### src/sv/frag_pkg.sv
// Package with the shared types and constants of the fragment reassembler.
package frag_pkg;

	localparam int DATA_W = 8;
	localparam int STATUS_W = 3;
	localparam int PADDR_W = 3;
	localparam int PDATA_W = 32;

	localparam logic [DATA_W-1:0] MORE_TYPE_RST = 8'd254;
	localparam logic [DATA_W-1:0] END_TYPE_RST = 8'd255;

	// Register index taken from paddr[2].
	localparam logic REG_MORE_TYPE = 1'b0;
	localparam logic REG_END_TYPE = 1'b1;

	localparam logic REQ_DATA = 1'b0;
	localparam logic REQ_ABORT = 1'b1;

	typedef enum logic [2:0] {
		PH_TYPE  = 3'd0,
		PH_PLAIN = 3'd1,
		PH_FIRST = 3'd2,
		PH_MORE  = 3'd3,
		PH_LAST  = 3'd4,
		PH_DROP  = 3'd5
	} phase_t;

	typedef enum logic [STATUS_W-1:0] {
		ST_OK            = 3'd0,
		ST_END_NO_MSG    = 3'd1,
		ST_PLAIN_IN_FRAG = 3'd2,
		ST_EMPTY_FIRST   = 3'd3,
		ST_NESTED_TYPE   = 3'd4
	} status_t;

	typedef struct packed {
		logic [DATA_W-1:0] more_type;
		logic [DATA_W-1:0] end_type;
	} frag_cfg_t;

	typedef struct packed {
		logic              data_valid;
		logic [DATA_W-1:0] out_byte;
		logic              msg_start;
		logic [DATA_W-1:0] msg_type;
		logic              msg_end;
		logic              frame_done;
		status_t           frame_status;
	} frag_result_t;

endpackage

### src/sv/frag_if.sv
// Valid/ready channel interfaces for the input bytes and the results.
interface frag_in_if;
	logic                      valid;
	logic                      ready;
	logic                      req_type;
	logic [frag_pkg::DATA_W-1:0] in_byte;
	logic                      frame_end;

	modport source (output valid, output req_type, output in_byte, output frame_end,
		input ready);
	modport sink (input valid, input req_type, input in_byte, input frame_end,
		output ready);
endinterface

interface frag_out_if;
	logic                          valid;
	logic                          ready;
	logic                          data_valid;
	logic [frag_pkg::DATA_W-1:0]   out_byte;
	logic                          msg_start;
	logic [frag_pkg::DATA_W-1:0]   msg_type;
	logic                          msg_end;
	logic                          frame_done;
	logic [frag_pkg::STATUS_W-1:0] frame_status;

	modport source (output valid, output data_valid, output out_byte, output msg_start,
		output msg_type, output msg_end, output frame_done, output frame_status,
		input ready);
	modport sink (input valid, input data_valid, input out_byte, input msg_start,
		input msg_type, input msg_end, input frame_done, input frame_status,
		output ready);
endinterface

### src/sv/frag_core.sv
// Reassembly state machine: per-byte decode of frame type and message bounds.
module frag_core
	import frag_pkg::*;
(
	input  logic              clk,
	input  logic              arst_n,
	input  logic              accept,
	input  logic              req_type,
	input  logic [DATA_W-1:0] in_byte,
	input  logic              frame_end,
	input  frag_cfg_t         cfg,
	output frag_result_t      res
);

	phase_t            phase_q, phase_d;
	logic              in_flight_q, in_flight_d;
	logic [DATA_W-1:0] inner_q, inner_d;
	status_t           pend_q, pend_d;

	logic is_more;
	logic is_end;

	assign is_more = (in_byte == cfg.more_type);
	assign is_end = (in_byte == cfg.end_type);

	always_ff @(posedge clk or negedge arst_n) begin
		if (!arst_n) begin
			phase_q     <= PH_TYPE;
			in_flight_q <= 1'b0;
			inner_q     <= '0;
			pend_q      <= ST_OK;
		end else if (accept) begin
			phase_q     <= phase_d;
			in_flight_q <= in_flight_d;
			inner_q     <= inner_d;
			pend_q      <= pend_d;
		end
	end

	always_comb begin
		phase_d     = phase_q;
		in_flight_d = in_flight_q;
		inner_d     = inner_q;
		pend_d      = pend_q;
		res         = '0;

		if (req_type == REQ_ABORT) begin
			phase_d     = PH_TYPE;
			in_flight_d = 1'b0;
			inner_d     = '0;
			pend_d      = ST_OK;
		end else begin
			unique case (phase_q)
				PH_TYPE: begin
					if (is_more) begin
						phase_d = in_flight_q ? PH_MORE : PH_FIRST;
					end else if (is_end) begin
						if (in_flight_q) begin
							phase_d = PH_LAST;
						end else begin
							phase_d = PH_DROP;
							pend_d  = ST_END_NO_MSG;
						end
					end else if (in_flight_q) begin
						phase_d = PH_DROP;
						pend_d  = ST_PLAIN_IN_FRAG;
					end else begin
						inner_d       = in_byte;
						phase_d       = PH_PLAIN;
						res.msg_start = 1'b1;
					end
				end
				PH_FIRST: begin
					if (is_more || is_end) begin
						phase_d = PH_DROP;
						pend_d  = ST_NESTED_TYPE;
					end else begin
						in_flight_d   = 1'b1;
						inner_d       = in_byte;
						phase_d       = PH_MORE;
						res.msg_start = 1'b1;
					end
				end
				PH_PLAIN, PH_MORE, PH_LAST: begin
					res.data_valid = 1'b1;
					res.out_byte   = in_byte;
				end
				default: begin
				end
			endcase

			// The message type reflects the state after this byte's decode.
			if (in_flight_d || phase_d == PH_PLAIN) begin
				res.msg_type = inner_d;
			end

			if (frame_end) begin
				res.frame_done = 1'b1;
				if (phase_d == PH_FIRST) begin
					res.frame_status = ST_EMPTY_FIRST;
				end else if (phase_d == PH_DROP) begin
					res.frame_status = pend_d;
				end
				if (phase_d == PH_PLAIN) begin
					res.msg_end = 1'b1;
					inner_d     = '0;
				end else if (phase_d == PH_LAST) begin
					res.msg_end = 1'b1;
					in_flight_d = 1'b0;
					inner_d     = '0;
				end
				phase_d = PH_TYPE;
				pend_d  = ST_OK;
			end
		end
	end

endmodule

### src/sv/frag_skid.sv
// Two-entry output buffer: a result register backed by a skid register.
module frag_skid
	import frag_pkg::*;
(
	input  logic         clk,
	input  logic         arst_n,
	input  logic         push,
	input  frag_result_t push_data,
	output logic         push_ready,
	output logic         pop_valid,
	input  logic         pop_ready,
	output frag_result_t pop_data
);

	frag_result_t main_q;
	frag_result_t skid_q;
	logic         main_valid_q;
	logic         skid_valid_q;
	logic         pop;

	assign push_ready = !skid_valid_q;
	assign pop_valid = main_valid_q;
	assign pop_data = main_q;
	assign pop = main_valid_q && pop_ready;

	always_ff @(posedge clk or negedge arst_n) begin
		if (!arst_n) begin
			main_valid_q <= 1'b0;
			skid_valid_q <= 1'b0;
		end else if (pop) begin
			if (skid_valid_q) begin
				skid_valid_q <= 1'b0;
			end else if (!push) begin
				main_valid_q <= 1'b0;
			end
		end else if (push) begin
			if (!main_valid_q) begin
				main_valid_q <= 1'b1;
			end else begin
				skid_valid_q <= 1'b1;
			end
		end
	end

	always_ff @(posedge clk) begin
		if (pop) begin
			if (skid_valid_q) begin
				main_q <= skid_q;
			end else if (push) begin
				main_q <= push_data;
			end
		end else if (push) begin
			if (!main_valid_q) begin
				main_q <= push_data;
			end else begin
				skid_q <= push_data;
			end
		end
	end

endmodule

### src/sv/fragment_reassembler.sv
// A request's result is written into the output buffer on the edge that accepts it.
// Throughput: one request per cycle while in_ch.ready is high; the whole per-byte decision
// is a few compares on small state between the input channel and the result register.
// A two-entry output buffer lets the block take a request while a result waits;
// in_ch.ready falls only when both entries are full.
// Reset (arst_n low) clears the reassembly state and sets more_type and end_type to 254, 255.
module fragment_reassembler
	import frag_pkg::*;
(
	input  logic               clk,
	input  logic               arst_n,
	frag_in_if.sink            in_ch,
	frag_out_if.source         out_ch,
	input  logic               psel,
	input  logic               penable,
	input  logic               pwrite,
	input  logic [PADDR_W-1:0] paddr,
	input  logic [PDATA_W-1:0] pwdata,
	output logic [PDATA_W-1:0] prdata,
	output logic               pready
);

	frag_cfg_t    cfg_q;
	frag_result_t res;
	frag_result_t out_res;
	logic         in_accept;
	logic         buf_ready;
	logic         cfg_write;

	// Configuration port. Writes complete in the access phase; pready never stalls.
	// Register selection uses paddr[2] only, so each register owns four byte addresses.
	assign pready = 1'b1;
	assign cfg_write = psel && penable && pwrite;

	always_ff @(posedge clk or negedge arst_n) begin
		if (!arst_n) begin
			cfg_q.more_type <= MORE_TYPE_RST;
			cfg_q.end_type  <= END_TYPE_RST;
		end else if (cfg_write) begin
			unique case (paddr[2])
				REG_MORE_TYPE: cfg_q.more_type <= pwdata[DATA_W-1:0];
				REG_END_TYPE:  cfg_q.end_type  <= pwdata[DATA_W-1:0];
				default: begin
				end
			endcase
		end
	end

	always_comb begin
		prdata = '0;
		unique case (paddr[2])
			REG_MORE_TYPE: prdata[DATA_W-1:0] = cfg_q.more_type;
			REG_END_TYPE:  prdata[DATA_W-1:0] = cfg_q.end_type;
			default: prdata = '0;
		endcase
	end

	// A request is taken whenever the output buffer has a free entry.
	assign in_ch.ready = buf_ready;
	assign in_accept = in_ch.valid && buf_ready;

	// The core decodes each byte against the frame phase and updates the
	// reassembly state on the same edge that writes the result into the buffer.
	frag_core u_core (
		.clk       (clk),
		.arst_n    (arst_n),
		.accept    (in_accept),
		.req_type  (in_ch.req_type),
		.in_byte   (in_ch.in_byte),
		.frame_end (in_ch.frame_end),
		.cfg       (cfg_q),
		.res       (res)
	);

	frag_skid u_skid (
		.clk        (clk),
		.arst_n     (arst_n),
		.push       (in_accept),
		.push_data  (res),
		.push_ready (buf_ready),
		.pop_valid  (out_ch.valid),
		.pop_ready  (out_ch.ready),
		.pop_data   (out_res)
	);

	assign out_ch.data_valid = out_res.data_valid;
	assign out_ch.out_byte = out_res.out_byte;
	assign out_ch.msg_start = out_res.msg_start;
	assign out_ch.msg_type = out_res.msg_type;
	assign out_ch.msg_end = out_res.msg_end;
	assign out_ch.frame_done = out_res.frame_done;
	assign out_ch.frame_status = out_res.frame_status;

endmodule

### src/flat_wrapper.sv
// flat-port wrapper written by rule: the top's interface ports become plain ports
module fragment_reassembler_flat import frag_pkg::*;
  (clk, arst_n, psel, penable, pwrite, paddr, pwdata, prdata, pready, in_ch_valid, in_ch_req_type, in_ch_in_byte, in_ch_frame_end, in_ch_ready, out_ch_valid, out_ch_data_valid, out_ch_out_byte, out_ch_msg_start, out_ch_msg_type, out_ch_msg_end, out_ch_frame_done, out_ch_frame_status, out_ch_ready);
  frag_in_if in_ch_i ();
  frag_out_if out_ch_i ();
  input  logic clk;
  input  logic arst_n;
  input  logic psel;
  input  logic penable;
  input  logic pwrite;
  input  logic [PADDR_W-1:0] paddr;
  input  logic [PDATA_W-1:0] pwdata;
  output logic [PDATA_W-1:0] prdata;
  output logic pready;
  input wire logic [$bits(in_ch_i.valid)-1:0] in_ch_valid;
  input wire logic [$bits(in_ch_i.req_type)-1:0] in_ch_req_type;
  input wire logic [$bits(in_ch_i.in_byte)-1:0] in_ch_in_byte;
  input wire logic [$bits(in_ch_i.frame_end)-1:0] in_ch_frame_end;
  output wire logic [$bits(in_ch_i.ready)-1:0] in_ch_ready;
  output wire logic [$bits(out_ch_i.valid)-1:0] out_ch_valid;
  output wire logic [$bits(out_ch_i.data_valid)-1:0] out_ch_data_valid;
  output wire logic [$bits(out_ch_i.out_byte)-1:0] out_ch_out_byte;
  output wire logic [$bits(out_ch_i.msg_start)-1:0] out_ch_msg_start;
  output wire logic [$bits(out_ch_i.msg_type)-1:0] out_ch_msg_type;
  output wire logic [$bits(out_ch_i.msg_end)-1:0] out_ch_msg_end;
  output wire logic [$bits(out_ch_i.frame_done)-1:0] out_ch_frame_done;
  output wire logic [$bits(out_ch_i.frame_status)-1:0] out_ch_frame_status;
  input wire logic [$bits(out_ch_i.ready)-1:0] out_ch_ready;
  assign in_ch_i.valid = in_ch_valid;
  assign in_ch_i.req_type = in_ch_req_type;
  assign in_ch_i.in_byte = in_ch_in_byte;
  assign in_ch_i.frame_end = in_ch_frame_end;
  assign in_ch_ready = in_ch_i.ready;
  assign out_ch_valid = out_ch_i.valid;
  assign out_ch_data_valid = out_ch_i.data_valid;
  assign out_ch_out_byte = out_ch_i.out_byte;
  assign out_ch_msg_start = out_ch_i.msg_start;
  assign out_ch_msg_type = out_ch_i.msg_type;
  assign out_ch_msg_end = out_ch_i.msg_end;
  assign out_ch_frame_done = out_ch_i.frame_done;
  assign out_ch_frame_status = out_ch_i.frame_status;
  assign out_ch_i.ready = out_ch_ready;
  fragment_reassembler u_core (.clk(clk), .arst_n(arst_n), .in_ch(in_ch_i), .out_ch(out_ch_i), .psel(psel), .penable(penable), .pwrite(pwrite), .paddr(paddr), .pwdata(pwdata), .prdata(prdata), .pready(pready));
endmodule
### config.mk
export PLATFORM = sky130hd
export DESIGN_NAME = fragment_reassembler_flat
export DESIGN_NICKNAME = d
export VERILOG_FILES = /design/src/sv/frag_pkg.sv /design/src/sv/frag_if.sv /design/src/sv/frag_core.sv /design/src/sv/frag_skid.sv /design/src/sv/fragment_reassembler.sv /design/src/flat_wrapper.sv
export SDC_FILE = /design/constraint.sdc
export NUM_CORES = 1
export LEC_CHECK = 0
export BUFFER_PORTS_ARGS = -buffer_cell sky130_fd_sc_hd__buf_4
export CORE_ASPECT_RATIO = 0.5
export CORE_UTILIZATION = 30
export CTS_CLUSTER_SIZE = 10
export DETAILED_ROUTE_END_ITERATION = 7
export MAX_ROUTING_LAYER = met4
export PLACE_DENSITY = 0.46
export SKIP_CTS_REPAIR_TIMING = 1
export SYNTH_ARGS = -nofsm -noshare
export SYNTH_HDL_FRONTEND = slang
export SYNTH_HIERARCHICAL = 1
export SYNTH_SLANG_ARGS = --single-unit
### constraint.sdc
create_clock -name clk -period 5.4 [get_ports clk]
set_clock_uncertainty 0.05 [all_clocks]
set_input_delay 1.08 -clock clk [delete_from_list [all_inputs] [get_ports clk]]
set_output_delay 1.08 -clock clk [all_outputs]
set_load 0.005 [all_outputs]
==> flow_metrics.env <==
export IMPL_worstRegToRegCells=8
export IMPL_clk_root_buffer_cell="sky130_fd_sc_hd__clkbuf_16"
export IMPL_first_global_vias=2702
export IMPL_buffer_ports_inserted=58
export IMPL_slew_viol_final=0
export IMPL_clock_tree_from_tritoncts="built"
export IMPL_ys_dominant_reg_cell="sky130_fd_sc_hd__edfxtp_1"
export IMPL_final_hold_worst_slack_ns=0.453
export IMPL_period_share_pct=61.3
export IMPL_peakVddDrop_mv=0.162
export IMPL_totalPowerFinal_w=0.00236
export IMPL_cells_after_synthesis=328
export IMPL_cp_startpoint="in_ch_in_byte[2]"
export IMPL_yosysWarnings=6
export IMPL_total_i_o_pin_count=110
export IMPL_largest_net_degree_at_the_start_of_global_routing=34
export IMPL_start_kind="primary input"
export IMPL_end_kind="register"
export IMPL_synth_lib_cells_used_distinct=53
export IMPL_synth_sequential_area_ratio_pct=53.6
export IMPL_die_y_microns=85.2
export IMPL_grt_antenna_before_repair=0
export IMPL_timing_rr_end="u_core/u_skid/pop_data[12]"
export IMPL_synthToLayoutAreaGrowth_pct=19.1
export IMPL_timing_critical_path_fanout_max=8
export IMPL_grt_use_total_pct=14.0
export IMPL_iteration_0_drc_markers=219
export IMPL_setup_viol=0
export IMPL_worst_slew_pin_slew_ns=1.22
export IMPL_placement_rows=29
export IMPL_post_dp_hpwl_mm=6.67
export IMPL_clock_fmax_mhz=302
export IMPL_h_tree_depth=3
export IMPL_crit_path_end="u_core/u_skid/pop_data[12]"
export IMPL_period_minus_slack_ns=3.31
export IMPL_die_area_sq_um=14300
export IMPL_reg2reg_slack_ns=2.48
export IMPL_rsz0062_at_grt="no"
export IMPL_numCtsBuffers=9
export IMPL_insertedDiodeCount=0
export IMPL_max_cap_violations=0
export IMPL_place_ws_ns=1.71
export IMPL_post_drt_via_cell_ratio=4.85
export IMPL_run_status="completed"
export IMPL_slew_headroom_pct=18.6
export IMPL_async_flop_share_pct=41.8
export IMPL_worstPathArrival_ns=3.34
export IMPL_min_path_type="register to register"
export IMPL_timing_critical_path_required_ns=5.43
export IMPL_layout_drive_gt1_share_pct=38.7
export IMPL_post_drt_wl_per_cell_microns=16.5
export IMPL_ant_nets=0
export IMPL_clock_latency_ns=0.34
export IMPL_fin_nets=435
export IMPL_core_area_sq_um=13100
export IMPL_synth_avg_cell_area_sq_um=12.7
export IMPL_power_density_nw_per_um2=478
export IMPL_synth_edf_count=46
export IMPL_setup_tns_ns=0
export IMPL_initial_core_util_pct=31.8
export IMPL_x_dimension_of_the_die_microns=168
export IMPL_critical_path_class="primary input to register"
export IMPL_dr_pass1_iters=4
export IMPL_detailroute_via_count=2707
export IMPL_drc_violation_count_after_routing=0
export IMPL_finalHoldViolCount=0
export IMPL_clkSinkCount=79
export IMPL_max_clock_path_buffers=2
export IMPL_routabilityCongestion=0.811
export IMPL_timing_final_ws_setup_ns=2.09
export IMPL_grt_pass1_wl_mm=14.8
export IMPL_r2r_start="u_core/cfg_q[14]"
export IMPL_drt_total_wl_mm=9.21
export IMPL_grt_overflow=0
export IMPL_synth_area_sq_um=4150
export IMPL_number_of_synthesized_register_bits=79
export IMPL_worst_setup_hold_path_clk_slew_ns=0.07
export IMPL_p_leak_nw=1.97
-- stage by stage --
| stage | instance area, sq um | instances | util, % |
|---|---|---|---|
| floorplan | 4240 | 351 | - |
| finish | 4950 | 558 | 37.9 |
| CTS | 4950 | 558 | 37.9 |
| global placement | 4600 | 542 | 35.2 |
| detailed placement | 4600 | 542 | 35.2 |
| global route | 4950 | 558 | 37.9 |
-- layout make-up --
type	count	area, sq um
clock buffers	10	229
clock inverters	6	118
well taps	170	213
repair buffers	58	435
fillers	1296	8120
inverters	12	45.0
multi-input cells	223	1680
flip-flops and latches	79	2230
-- cell families after synthesis --
logic type | count (synthesis) | share of synthesized area [%]
and+or+nand+nor | 82 | 11.2
xor gates and xnor gates | 17 | 3.58
DFF | 79 | 53.6
muxes | 48 | 14.8
other | 2 | 0.181
AOI/OAI and AO/OA | 51 | 8.55
buffers and inverters | 49 | 8.13
-- routing by layer --
layer  GRT usage (%)  vias to the layer above  wire length, microns
li1                -                     1261                     -
met1            19.0                     1328                  4470
met2            20.6                      112                  3990
met3            3.59                        6                   667
met4            4.46                        0                    71
met5               -                        -                     0
-- worst min-delay path by stage --
| stage | startpoint | slack [ns] | endpoint | cells after the start |
|---|---|---|---|---|
| finish | u_core/u_core/pend_q[0] | 0.45 | u_core/u_core/pend_q[0] | 1 |
| global route | u_core/u_core/pend_q[0] | 0.48 | u_core/u_core/pend_q[0] | 1 |
| floorplan | u_core/u_core/pend_q[0] | 0.41 | u_core/u_core/pend_q[0] | 1 |
| global placement | u_core/u_core/pend_q[0] | 0.43 | u_core/u_core/pend_q[0] | 1 |
| CTS | u_core/u_core/pend_q[0] | 0.45 | u_core/u_core/pend_q[0] | 1 |
| detailed placement | u_core/u_core/pend_q[0] | 0.44 | u_core/u_core/pend_q[0] | 1 |
-- flip-flops by register name, indices dropped and copies added, names as in the netlist --
register	flops
u_core/u_core/phase_q	3
u_core/u_skid/skid_q	23
u_core/u_skid/skid_valid_q	1
u_core/u_skid/pop_valid	1
u_core/u_core/pend_q	3
u_core/u_skid/pop_data	23
u_core/u_core/in_flight_q	1
u_core/u_core/inner_q	8
u_core/cfg_q	16
-- critical path, cell delays in order --
cell	delay (ns)
sky130_fd_sc_hd__buf_4	0.14
sky130_fd_sc_hd__xnor2_1	0.17
sky130_fd_sc_hd__nand4_1	0.20
sky130_fd_sc_hd__nor2_1	0.43
sky130_fd_sc_hd__or3_1	0.18
sky130_fd_sc_hd__a21oi_1	0.06
sky130_fd_sc_hd__o21bai_1	0.57
sky130_fd_sc_hd__a21oi_1	0.20
sky130_fd_sc_hd__mux2_4	0.31
-- power by group --
| group | switching, W | total [W] | internal [W] | leakage [nW] |
|---|---|---|---|---|
| combinational | 0.000383 | 0.000713 | 0.000330 | 0.965 |
| sequential | 0.000101 | 0.000949 | 0.000848 | 0.841 |
| clock | 0.000246 | 0.000702 | 0.000456 | 0.165 |
| total | 0.000730 | 0.00236 | 0.00163 | 1.97 |
-- cell usage in the layout, fill, tap and decap left out, types with 11 or more instances in the layout --
cell	n
sky130_fd_sc_hd__xnor2_1	17
sky130_fd_sc_hd__o22ai_1	11
sky130_fd_sc_hd__dfstp_2	15
sky130_fd_sc_hd__nand3_1	11
sky130_fd_sc_hd__edfxtp_1	46
sky130_fd_sc_hd__inv_1	12
sky130_fd_sc_hd__dfrtp_1	18
sky130_fd_sc_hd__buf_4	58
sky130_fd_sc_hd__a21oi_1	18
sky130_fd_sc_hd__conb_1	25
sky130_fd_sc_hd__nand2_1	24
sky130_fd_sc_hd__nor2_1	11
sky130_fd_sc_hd__mux2_4	20
sky130_fd_sc_hd__mux2_2	27
-- cell usage after synthesis, types with 2 or more instances --
cell type | count | share of area (%)
sky130_fd_sc_hd__a21oi_1 | 19 | 2.3
sky130_fd_sc_hd__a41oi_1 | 2 | 0.42
sky130_fd_sc_hd__and2_1 | 2 | 0.30
sky130_fd_sc_hd__buf_4 | 26 | 4.7
sky130_fd_sc_hd__buf_6 | 7 | 1.9
sky130_fd_sc_hd__clkbuf_1 | 3 | 0.27
sky130_fd_sc_hd__conb_1 | 2 | 0.18
sky130_fd_sc_hd__dfrtp_1 | 18 | 11
sky130_fd_sc_hd__dfstp_2 | 15 | 9.5
sky130_fd_sc_hd__edfxtp_1 | 46 | 33
sky130_fd_sc_hd__inv_1 | 12 | 1.1
sky130_fd_sc_hd__mux2_2 | 27 | 7.3
sky130_fd_sc_hd__mux2_4 | 20 | 7.2
sky130_fd_sc_hd__nand2_1 | 24 | 2.2
sky130_fd_sc_hd__nand3_1 | 11 | 1.3
sky130_fd_sc_hd__nand4_1 | 4 | 0.60
sky130_fd_sc_hd__nor2_1 | 11 | 0.99
sky130_fd_sc_hd__nor2_4 | 2 | 0.54
sky130_fd_sc_hd__nor3_1 | 10 | 1.2
sky130_fd_sc_hd__o21ai_0 | 2 | 0.24
sky130_fd_sc_hd__o22ai_1 | 11 | 1.7
sky130_fd_sc_hd__o2bb2ai_1 | 3 | 0.63
sky130_fd_sc_hd__o31ai_1 | 2 | 0.36
sky130_fd_sc_hd__or2_2 | 2 | 0.30
sky130_fd_sc_hd__or3_1 | 3 | 0.45
sky130_fd_sc_hd__xnor2_1 | 17 | 3.6
Note: power is estimated with default switching activity, not from simulation.
